## config.mk

```make
export PLATFORM = sky130hd
export DESIGN_NAME = gtplt_cell
export DESIGN_NICKNAME = d
export VERILOG_FILES = /design/src/sv/gtp_tunnel_id_learning_table_unit_assert.svh /design/src/sv/gtplt_pkg.sv /design/src/sv/gtplt_cell.sv
export SDC_FILE = /design/constraint.sdc
export NUM_CORES = 1
export LEC_CHECK = 0
export BUFFER_PORTS_ARGS = -buffer_cell sky130_fd_sc_hd__clkbuf_2
export CORE_MARGIN = 2
export CORE_UTILIZATION = 46
export CTS_BUF_LIST = sky130_fd_sc_hd__clkbuf_4 sky130_fd_sc_hd__clkbuf_8
export CTS_CLUSTER_DIAMETER = 120
export CTS_CLUSTER_SIZE = 24
export DETAILED_ROUTE_END_ITERATION = 10
export PLACE_DENSITY_LB_ADDON = 0.05
export SLEW_MARGIN = 20
export SYNTH_ARGS = -nofsm -noshare
export SYNTH_HDL_FRONTEND = slang
export SYNTH_SLANG_ARGS = --single-unit
```

## constraint.sdc

```tcl
create_clock -name clk -period 3.6 [get_ports clk]
set_input_delay 0.54 -clock clk [delete_from_list [all_inputs] [get_ports clk]]
set_output_delay 0.54 -clock clk [all_outputs]
set_load 0.05 [all_outputs]
```

## src/sv/gtp_tunnel_id_learning_table_unit_assert.svh

```systemverilog
// assertion macros for the tunnel-id learning table
`ifndef GTP_TUNNEL_ID_LEARNING_TABLE_UNIT_ASSERT_SVH
`define GTP_TUNNEL_ID_LEARNING_TABLE_UNIT_ASSERT_SVH

// same-cycle implication, disabled in reset
`define GTPLT_ASSERT_NOW(label, clk, rst, ante, cons) \
  label: assert property (@(posedge clk) disable iff (rst) (ante) |-> (cons)) \
    else $error("gtplt assertion failed");

// next-cycle implication, disabled in reset
`define GTPLT_ASSERT_NEXT(label, clk, rst, ante, cons) \
  label: assert property (@(posedge clk) disable iff (rst) (ante) |=> (cons)) \
    else $error("gtplt assertion failed");

`endif

```

## src/sv/gtplt_pkg.sv

```systemverilog
// shared types and constants of the tunnel-id learning table
package gtplt_pkg;

  localparam int unsigned ADDR_W = 32;
  localparam int unsigned TEID_W = 32;

  localparam logic [7:0]        UDP_PROTOCOL    = 8'd17;
  localparam logic [ADDR_W-1:0] CORE_ADDR_RESET = 32'hC0A8_3D05;
  localparam logic [ADDR_W-1:0] BS_ADDR_RESET   = 32'hC0A8_0169;

  localparam logic [0:0] REG_CORE_ADDR = 1'd0;
  localparam logic [0:0] REG_BS_ADDR   = 1'd1;

  localparam logic [1:0] STATUS_IGNORED = 2'd0;
  localparam logic [1:0] STATUS_UPDATED = 2'd1;
  localparam logic [1:0] STATUS_FULL    = 2'd2;

  // search token handed from cell to cell
  typedef struct packed {
    logic              valid;
    logic              hit;
    logic              free;
    logic [TEID_W-1:0] old_up;
    logic [TEID_W-1:0] old_dn;
  } token_t;

  // update broadcast to all cells
  typedef struct packed {
    logic              en;
    logic              claim;
    logic              set_up;
    logic              set_dn;
    logic [ADDR_W-1:0] addr;
    logic [TEID_W-1:0] up;
    logic [TEID_W-1:0] dn;
  } write_t;

endpackage

```

## src/sv/gtplt_cell.sv

```systemverilog
// one table slot with its stage of the search chain
module gtplt_cell #(
  parameter int IDX_W = 5,
  parameter int INDEX = 0
) (
  input  logic                          clk,
  input  logic                          rst,
  input  logic [gtplt_pkg::ADDR_W-1:0]  key,
  input  gtplt_pkg::token_t             tin,
  input  logic [IDX_W-1:0]              tin_idx,
  output gtplt_pkg::token_t             tout,
  output logic [IDX_W-1:0]              tout_idx,
  input  gtplt_pkg::write_t             wr,
  input  logic [IDX_W-1:0]              wr_idx
);

  localparam logic [IDX_W-1:0] MY_IDX = IDX_W'(INDEX);

  logic                         used;
  logic [gtplt_pkg::ADDR_W-1:0] addr;
  logic [gtplt_pkg::TEID_W-1:0] up;
  logic [gtplt_pkg::TEID_W-1:0] dn;

  gtplt_pkg::token_t tout_next;
  logic [IDX_W-1:0]  tout_idx_next;
  logic              match;
  logic              is_free;
  logic              sel;

  assign match   = used && (addr == key);
  assign is_free = (up == '0);
  assign sel     = wr.en && (wr_idx == MY_IDX);

  always_comb begin
    tout_next     = tin;
    tout_idx_next = tin_idx;
    if (!tin.hit && match) begin
      tout_next.hit    = 1'b1;
      tout_next.old_up = up;
      tout_next.old_dn = dn;
      tout_idx_next    = MY_IDX;
    end else if (!tin.hit && !tin.free && is_free) begin
      tout_next.free   = 1'b1;
      tout_next.old_up = up;
      tout_next.old_dn = dn;
      tout_idx_next    = MY_IDX;
    end
  end

  always_ff @(posedge clk) begin
    if (rst) begin
      used       <= 1'b0;
      up         <= '0;
      dn         <= '0;
      tout.valid <= 1'b0;
    end else begin
      tout     <= tout_next;
      tout_idx <= tout_idx_next;
      if (sel) begin
        if (wr.claim) begin
          used <= 1'b1;
          addr <= wr.addr;
        end
        if (wr.set_up) begin
          up <= wr.up;
        end
        if (wr.set_dn) begin
          dn <= wr.dn;
        end
      end
    end
  end

endmodule

```

==> run metrics, run 1 <==
status finished clean; worst slack at placement 0.852 ns; Mapped Nets 994; Remaining DRCs 0; largest net degree at the start of global routing 66; DPL Wire Length about 15000 um; crit path buf inv count 1; Die Height 133 um; post_cts resized 0; CTS tree yes; sequential share of power 51.3%; RePlAce Congestion 0.807; Pwr Total about 4.2 mW; kind of start point of the critical path flip-flop; Setup Skew between 0.015 and 0.02 ns; Slowest cell on crit path or3_2; multiplexer share of the synthesized area 4.22%; fmax 374 MHz; placed cell area 9190 um2; Reg clk slew, reported paths 0.09 ns; via count about 6500; via-per-instance ratio about 5; CP max stage delay 0.77 ns; reg2reg end tout_idx[4]$_SDFFCE_PP0N_; Sw Share 25.1%; RR Startpoint up[3]$_SDFFE_PP0P_; Synth Area in XOR/XNOR between 3 and 4%; Cells after Synth ~780; antenna violations before repair 0; Cell Pwr Density 433 nW/um2; flops & latches, synth between 150 and 200; max-slew violation count 0; Slew headroom roughly 45%; row count 46; RSZ-0062 raised after global routing no; Worst Max-Slew Pin Slew 0.822 ns; vias in the first global route 6322; area of the multi-input gates 2700 um2; commonest non-fill, non-tap cell in the layout clkbuf_2; most frequent cells in the layout clkbuf_2, nand2_1, edfxtp_1; Setup CP Type reg -> reg; worst-case reg-to-reg path depth 5; Num Clock Sinks roughly 170; register area share after synthesis around three fifths; WHS 0.253 ns; nets@finish 1254; Setup violations, final 0; P_sw 1.05 mW; Post-CTS Setup Bufs 0; die area roughly 18000 um2; Netlist cell types 29; GR Overflow Total 0; Crit Path Max Fanout 39; Simple-Gate Fraction of Synth Area 18.2%; crit-path cells nor4_1 > nand4_1 > or3_2 > buf_12 > and3_1; cts bufs inserted 17; number of DRC markers in iteration 0 495; layout cells sized above 1 between 30 and 40%; fin cells 1272; placed instance count between 1000 and 1500; final period utilization about three quarters; syn avg cell area 9.70 um2; Starting Density 47.5%; Comb pwr share 13.1%; adder-cell share of the synthesized area 0%; Hold Path Class in -> reg; Area growth syn-to-layout 26.8%; Internal 3.12 mW; Post-DRT Antenna Nets 0; iteration count of the initial detailed-routing pass 5; setup slack after layout 0.927 ns; # IOs between 200 and 300; Compound-Gate Fraction of Synth Area 9.16%; Hold Vio Cnt, Final 0; FILL cells 1468; Static Leak 3.98 nW; Critical Path RT roughly 3.8 ns; largest family of logic cells by synthesized area simple AND/OR/NAND/NOR gates; dominant cell type by area after synthesis edfxtp_1; worst hold path depth 1; Max-Cap Viols 0; design area between 9000 and 10000 um2; Yosys Warn Count 0; WL final 20400 um; fin util 60.2%; core box area 16000 um2; # diodes 0; Clock power frac 35.6%; setup TNS 0 ns; Mapped Area roughly 7600 um2; register area 4410 um2; share of the synthesized area in the top cell type 40.7%; Critical Path Sink Type flip-flop; clk root buf clkbuf_8; HP Start wr[75]; Buffers on Ports 282; Synth area leaders edfxtp_1, dfxtp_1, nand2_1; Max VDD drop 232 uV; clk_lat worst skew 0.46 ns; hold buffers post-CTS 0; Largest delay share family, worst path simple AND/OR/NAND/NOR gates; CTS Buffer Depth 2; Tot GR Track Use 23.5%; DR WL/cell 16.0 um; first-pass GRT wire length roughly 33000 um; hold path endpoint addr[11]$_DFFE_PP_; crit path DAT ~2.9 ns; level count of the clock H-tree 4; R2R Setup Slk around 0.93 ns; crit path time final between 2 and 3 ns; Die X 133 um
==> cells in the mapped netlist (all sizes together) <==
cell type and count:
mux2i 32, xnor2 31, nand4 8, a31oi 32
clkbuf 43, a21oi 64, and2 2, nor4 73
nand3 4, o21ai 32, nand2 194, buf 17
or3 1, edfxtp 103, o21bai 1, nand2b 1
or4b 1, nor4b 1, a21o 1, xor2 1
dfxtp 66, nor2b 1, nor3 2, inv 65
and3 7
==> kinds of logic (layout without fill, tap and decap cells) <==
group	Yosys count	in the layout
AOI/OAI and AO/OA	130	130
xor gates and xnor gates	32	32
buffers and inverters	125	398
DFF	169	169
muxes	32	32
and+or+nand+nor	295	295
==> power by group through the flow <==
stage,Clock [mW],Combinational [mW],Sequential (mW)
floorplan,0,0.135,2.38
global placement,0,0.543,2.18
detailed placement,0,0.546,2.19
CTS,1.51,0.547,2.14
global route,1.58,0.582,2.15
finish,1.49,0.544,2.14
==> how the worst max path moves through the flow <==
stage / start / slack [ns] / endpoint / cells past startpoint
2_1_floorplan: rst / 0.19 / addr[0]$_DFFE_PP_ / 2
3_3_place_gp: key[12] / 0.87 / tout[5]$_DFFE_PN_ / 7
3_5_place_dp: key[12] / 0.85 / tout[8]$_DFFE_PN_ / 7
4_1_cts: up[3]$_SDFFE_PP0P_ / 0.90 / tout_idx[4]$_SDFFCE_PP0N_ / 5
5_1_grt: up[7]$_SDFFE_PP0P_ / 0.78 / tout[62]$_DFFE_PN_ / 6
6_report: up[3]$_SDFFE_PP0P_ / 0.93 / tout_idx[4]$_SDFFCE_PP0N_ / 5
==> area by class of cell <==
class | instances | area share, %
clock buffer | 24 | 3.10
clock inverter | 8 | 1.49
inverter | 65 | 2.55
multi-input combinational | 489 | 28.0
sequential | 169 | 45.8
tap | 216 | 2.80
timing repair buffer | 301 | 16.3
==> flip-flops by register name, indices dropped and copies added, names as in the netlist <==
signal	cells
addr	32
dn	32
tout	67
tout_idx	5
up	32
used	1
==> layer usage <==
metal / part of all wire, % / global-route usage [%]
met5: 0 / 0
met4: 3.2 / 9.62
met3: 8.0 / 6.44
met2: 48 / 39.1
met1: 41 / 29.0
(Power assumes the default switching activity.)
==> run 2, diff against run 1 <==
--- a/config.mk
+++ b/config.mk
@@ -7,7 +7,7 @@
 export LEC_CHECK = 0
 export BUFFER_PORTS_ARGS = -buffer_cell sky130_fd_sc_hd__clkbuf_2
 export CORE_MARGIN = 2
-export CORE_UTILIZATION = 46
+export CORE_UTILIZATION = 50
 export CTS_BUF_LIST = sky130_fd_sc_hd__clkbuf_4 sky130_fd_sc_hd__clkbuf_8
 export CTS_CLUSTER_DIAMETER = 120
 export CTS_CLUSTER_SIZE = 24
==> constraint.sdc (replaced) <==
create_clock -name clk -period 2.8 [get_ports clk]
set_input_delay 0.42 -clock clk [delete_from_list [all_inputs] [get_ports clk]]
set_output_delay 0.42 -clock clk [all_outputs]
set_load 0.05 [all_outputs]
==> run metrics, run 2 (synthesized netlist as in run 1, its figures left out) <==
status finished clean (unchanged); die area 16200 um2 (was 17600 um2); placed instance count 1218 (was 1240); fmax 426 MHz (was 374 MHz); Post-DRT Antenna Nets 0 (unchanged); Hold Path Class in -> reg (unchanged); crit path time final 2.35 ns (was 2.67 ns); placed cell area 9210 um2 (was 9190 um2); most frequent cells in the layout clkbuf_2, nand2_1, edfxtp_1 (unchanged); Setup CP Type reg -> reg (unchanged); WHS 0.138 ns (was 0.253 ns); crit-path cells nor4_1 > nand4_1 > or3_2 > buf_4 > and3_1 (was nor4_1 > nand4_1 > or3_2 > buf_12 > and3_1); fin cells 1250 (was 1272); via-per-instance ratio 5.29 (was 5.14); Slowest cell on crit path nor4_1 (was or3_2); number of DRC markers in iteration 0 535 (was 495); largest net degree at the start of global routing 66 (unchanged); CTS Buffer Depth 2 (unchanged); Max VDD drop 312 uV (was 232 uV); Die X 127 um (was 133 um); Remaining DRCs 0 (unchanged); layout cells sized above 1 32.5% (was 32.1%); CP max stage delay 0.60 ns (was 0.77 ns); Area growth syn-to-layout 26.3% (was 26.8%); cts bufs inserted 17 (unchanged); Tot GR Track Use 24.6% (was 23.5%); CTS tree yes (unchanged); Slew headroom 53.0% (was 45.2%); post_cts resized 0 (unchanged); commonest non-fill, non-tap cell in the layout clkbuf_2 (unchanged); Die Height 127 um (was 133 um); nets@finish 1260 (was 1254); level count of the clock H-tree 4 (unchanged); max reg flops 67 (unchanged); WL final 20100 um (was 20400 um); clk root buf clkbuf_8 (unchanged); GR Overflow Total 0 (unchanged); core box area 15000 um2 (was 16000 um2); most flop-heavy register tout (unchanged); Static Leak 3.97 nW (was 3.98 nW); clk_lat worst skew 0.45 ns (was 0.46 ns); kind of start point of the critical path flip-flop (unchanged); Setup violations, final 0 (unchanged); RSZ-0062 raised after global routing no (unchanged); via count 6609 (was 6532); Post-CTS Setup Bufs 0 (unchanged); R2R Setup Slk 0.45 ns (was 0.93 ns); Reg clk slew, reported paths 0.09 ns (about the same); Max-Cap Viols 0 (unchanged); worst slack at placement 0.397 ns (was 0.852 ns); antenna violations before repair 1 (was 0); # IOs 283 (unchanged); # diodes 0 (unchanged); setup slack after layout 0.453 ns (was 0.927 ns); setup TNS 0 ns (unchanged); design area 9600 um2 (was 9640 um2); row count 45 (was 46); crit path DAT 2.56 ns (was 2.88 ns); Largest delay share family, worst path simple AND/OR/NAND/NOR gates (unchanged); RePlAce Congestion 0.766 (was 0.807); Setup Skew 0.0122 ns (was 0.0173 ns); Worst Max-Slew Pin Slew 0.706 ns (was 0.822 ns); DR WL/cell 16.1 um (was 16.0 um); Buffers on Ports 282 (unchanged); Hold Vio Cnt, Final 0 (unchanged); hold buffers post-CTS 0 (unchanged); Critical Path Sink Type flip-flop (unchanged); DPL Wire Length 14300 um (was 14600 um); Cell Pwr Density 539 nW/um2 (was 433 nW/um2); final period utilization 83.8% (was 74.3%); Starting Density 50.5% (was 47.5%); Num Clock Sinks 169 (unchanged); iteration count of the initial detailed-routing pass 7 (was 5); vias in the first global route 6234 (was 6322); Critical Path RT 3.01 ns (was 3.81 ns); Crit Path Max Fanout 39 (unchanged); first-pass GRT wire length 31400 um (was 32700 um); crit path buf inv count 1 (unchanged); max-slew violation count 0 (unchanged)
-- run 2: changes by cell type in the layout (fill, tap and decap cells not counted) --
cell | before | now
bufinv_16 | 4 | 2
clkinv_2 | 4 | 3
buf_4 | 18 | 24
clkbuf_4 | 5 | 1
inv_6 | 0 | 2
clkinvlp_4 | 0 | 4
clkinv_4 | 1 | 4
clkbuf_8 | 19 | 17
-- run 2: power by group --
group	internal (mW)	switching (mW)
Clock	0.807	0.922
Combinational	0.220	0.477
Sequential	2.73	0.0230
Total	3.76	1.42
-- run 2: worst paths after layout --
check / start / to / depth (start not counted)
min: wr[86] / addr[22]$_DFFE_PP_ / 1
max reg2reg: up[7]$_SDFFE_PP0P_ / tout_idx[2]$_SDFFCE_PP0N_ / 5
max: up[7]$_SDFFE_PP0P_ / tout_idx[2]$_SDFFCE_PP0N_ / 5
min reg2reg: dn[4]$_SDFFE_PP0P_ / dn[4]$_SDFFE_PP0P_ / 2
-- run 2: layout make-up --
| type | instances | area (um2) |
|---|---|---|
| multi-input combinational | 489 | 2700 |
| fill | 1321 | 5440 |
| inverter | 65 | 248 |
| sequential | 169 | 4410 |
| clock buffer | 18 | 241 |
| timing repair buffer | 307 | 1610 |
| clock inverter | 14 | 150 |
| tap | 188 | 235 |
-- run 2: layer usage --
metal	wire length [um]	GRT usage (%)
met5	0	0
met4	399	8.34
met3	1570	6.83
met2	9610	40.3
met1	8560	31.6
-- run 2: through the flow --
| stage | util (%) | total power [mW] |
|---|---|---|
| finish | 63.8 | 5.18 |
| global route | 63.8 | 5.37 |
| CTS | 63.8 | 5.22 |
| detailed placement | 61.2 | 3.51 |
| global placement | 61.2 | 3.50 |
| floorplan | - | 3.24 |
==> run 3, diff against run 2 <==
--- a/config.mk
+++ b/config.mk
@@ -7,7 +7,7 @@
 export LEC_CHECK = 0
 export BUFFER_PORTS_ARGS = -buffer_cell sky130_fd_sc_hd__clkbuf_2
 export CORE_MARGIN = 2
-export CORE_UTILIZATION = 50
+export CORE_UTILIZATION = 46
 export CTS_BUF_LIST = sky130_fd_sc_hd__clkbuf_4 sky130_fd_sc_hd__clkbuf_8
 export CTS_CLUSTER_DIAMETER = 120
 export CTS_CLUSTER_SIZE = 24
==> constraint.sdc (replaced) <==
create_clock -name clk -period 2.09 [get_ports clk]
set_input_delay 0.3135 -clock clk [delete_from_list [all_inputs] [get_ports clk]]
set_output_delay 0.3135 -clock clk [all_outputs]
set_load 0.05 [all_outputs]
==> run metrics, run 3 (synthesized netlist as in run 1, its figures left out) <==
iteration count of the initial detailed-routing pass 4 (was 7); Setup CP Type reg -> reg (unchanged); fmax 501 MHz (was 426 MHz); commonest non-fill, non-tap cell in the layout clkbuf_2 (unchanged); Tot GR Track Use 23.7% (was 24.6%); largest net degree at the start of global routing 66 (unchanged); status finished clean (unchanged); DR WL/cell 15.8 um (was 16.1 um); Max-Cap Viols 0 (unchanged); row count 46 (was 45); number of DRC markers in iteration 0 540 (was 535); Reg clk slew, reported paths 0.09 ns (about the same); most frequent cells in the layout clkbuf_2, nand2_1, edfxtp_1 (unchanged); Crit Path Max Fanout 10 (was 39); crit path DAT 2.19 ns (was 2.56 ns); final period utilization 95.6% (was 83.8%); WHS 0.0355 ns (was 0.138 ns); Critical Path Sink Type flip-flop (unchanged); die area 17600 um2 (was 16200 um2); # IOs 283 (unchanged); Comb pwr share 14.5% (was 13.4%); Remaining DRCs 0 (unchanged); kind of start point of the critical path flip-flop (unchanged); cts bufs inserted 17 (unchanged); crit path time final 2.00 ns (was 2.35 ns); Area growth syn-to-layout 31.4% (was 26.3%); Internal 4.86 mW (was 3.76 mW); Slew headroom 74.3% (was 53.0%); max-slew violation count 0 (unchanged); CTS Buffer Depth 2 (unchanged); WL final 20600 um (was 20100 um); FILL cells 1461 (was 1321); core box area 16000 um2 (was 15000 um2); via-per-instance ratio 5.12 (was 5.29); antenna violations before repair 1 (unchanged); sequential share of power 54.4% (was 53.1%); Num Clock Sinks 169 (unchanged); DPL Wire Length 14600 um (was 14300 um); design area 9990 um2 (was 9600 um2); Static Leak 4.13 nW (was 3.97 nW); Critical Path RT 2.28 ns (was 3.01 ns); RSZ-0062 raised after global routing yes (was no); Hold Path Class in -> reg (unchanged); Starting Density 47.5% (was 50.5%); layout cells sized above 1 33.3% (was 32.5%); max reg flops 67 (unchanged); placed cell area 9420 um2 (was 9210 um2); P_sw 1.91 mW (was 1.42 mW); most flop-heavy register tout (unchanged); vias in the first global route 6488 (was 6234); Setup violations, final 0 (unchanged); first-pass GRT wire length 33100 um (was 31400 um); RePlAce Congestion 0.815 (was 0.766); Clock power frac 31.0% (was 33.4%); Die X 133 um (was 127 um); Cell Pwr Density 678 nW/um2 (was 539 nW/um2); worst slack at placement -0.147 ns (was 0.397 ns); Setup Skew 0.0104 ns (was 0.0122 ns); GR Overflow Total 0 (unchanged); Worst Max-Slew Pin Slew 0.386 ns (was 0.706 ns); setup slack after layout 0.0920 ns (was 0.453 ns); Pwr Total 6.77 mW (was 5.18 mW); Post-CTS Setup Bufs 0 (unchanged); Hold Vio Cnt, Final 0 (unchanged); clk_lat worst skew 0.45 ns (about the same); clk root buf clkbuf_8 (unchanged); CTS tree yes (unchanged); Max VDD drop 515 uV (was 312 uV); Sw Share 28.2% (was 27.5%); level count of the clock H-tree 4 (unchanged); Post-DRT Antenna Nets 0 (unchanged); nets@finish 1286 (was 1260); Buffers on Ports 282 (unchanged); via count 6676 (was 6609); Die Height 133 um (was 127 um)
[run 3: power by group through the flow]
stage          logic [mW]  registers [mW]  clock network [mW]
4_1_cts             0.983            3.69                2.16
2_1_floorplan       0.232            4.11                   0
5_1_grt              1.05            3.69                2.29
3_3_place_gp        0.954            3.76                   0
3_5_place_dp        0.958            3.76                   0
6_report            0.985            3.68                2.10
[run 3: layout make-up]
cell class | count | area, um2 | area share (%)
Sequential cell | 169 | 4410 | 44.2
Antenna cell | 1 | 2.50 | 0.0251
Multi-Input combinational cell | 489 | 2760 | 27.6
Timing Repair Buffer | 333 | 1950 | 19.5
Tap cell | 216 | 270 | 2.71
Clock inverter | 13 | 92.6 | 0.927
Clock buffer | 19 | 255 | 2.56
Inverter | 65 | 248 | 2.48
[run 3: metal layers]
metal | global-route usage, % | vias to the layer above | share of wire [%]
met5 | 0 | - | 0
met4 | 9.56 | 0 | 2.7
met3 | 5.56 | 41 | 6.9
met2 | 39.6 | 269 | 48
met1 | 29.8 | 3047 | 42
li1 | - | 3319 | -
[run 3: timing repair]
action,4_1_cts,5_1_grt
pin swaps,0,3
hold buffers,11,4
setup endpoints to repair,70,70
hold endpoints to repair,11,4
gates resized for setup,9,4
[run 3: worst paths after layout]
path | startpoint | endpoint | slack [ns] | cells after the start
worst max-delay path | addr[16]$_DFFE_PP_ | tout[24]$_DFFE_PN_ | 0.09 | 6
worst max register to register | addr[16]$_DFFE_PP_ | tout[24]$_DFFE_PN_ | 0.09 | 6
worst min register to register | dn[27]$_SDFFE_PP0P_ | dn[27]$_SDFFE_PP0P_ | 0.45 | 2
worst min-delay path | wr[93] | addr[29]$_DFFE_PP_ | 0.04 | 1
[run 3: worst max-delay path, stage by stage, from the launching register on]
cell and delay (ns):
edfxtp_1 0.39, xnor2_1 0.15, nand4_1 0.20, nor4_4 0.43, and3_2 0.31, buf_4 0.19, o21ai_1 0.08
[run 3: metrics by stage]
| step | instances | setup TNS, ns | utilization (%) |
|---|---|---|---|
| floorplan | 783 | 0 | - |
| global placement | 1257 | -5.50 | 58.8 |
| detailed placement | 1257 | -7.16 | 58.8 |
| CTS | 1300 | 0 | 62.0 |
| global route | 1305 | -0.740 | 62.4 |
| finish | 1305 | 0 | 62.4 |
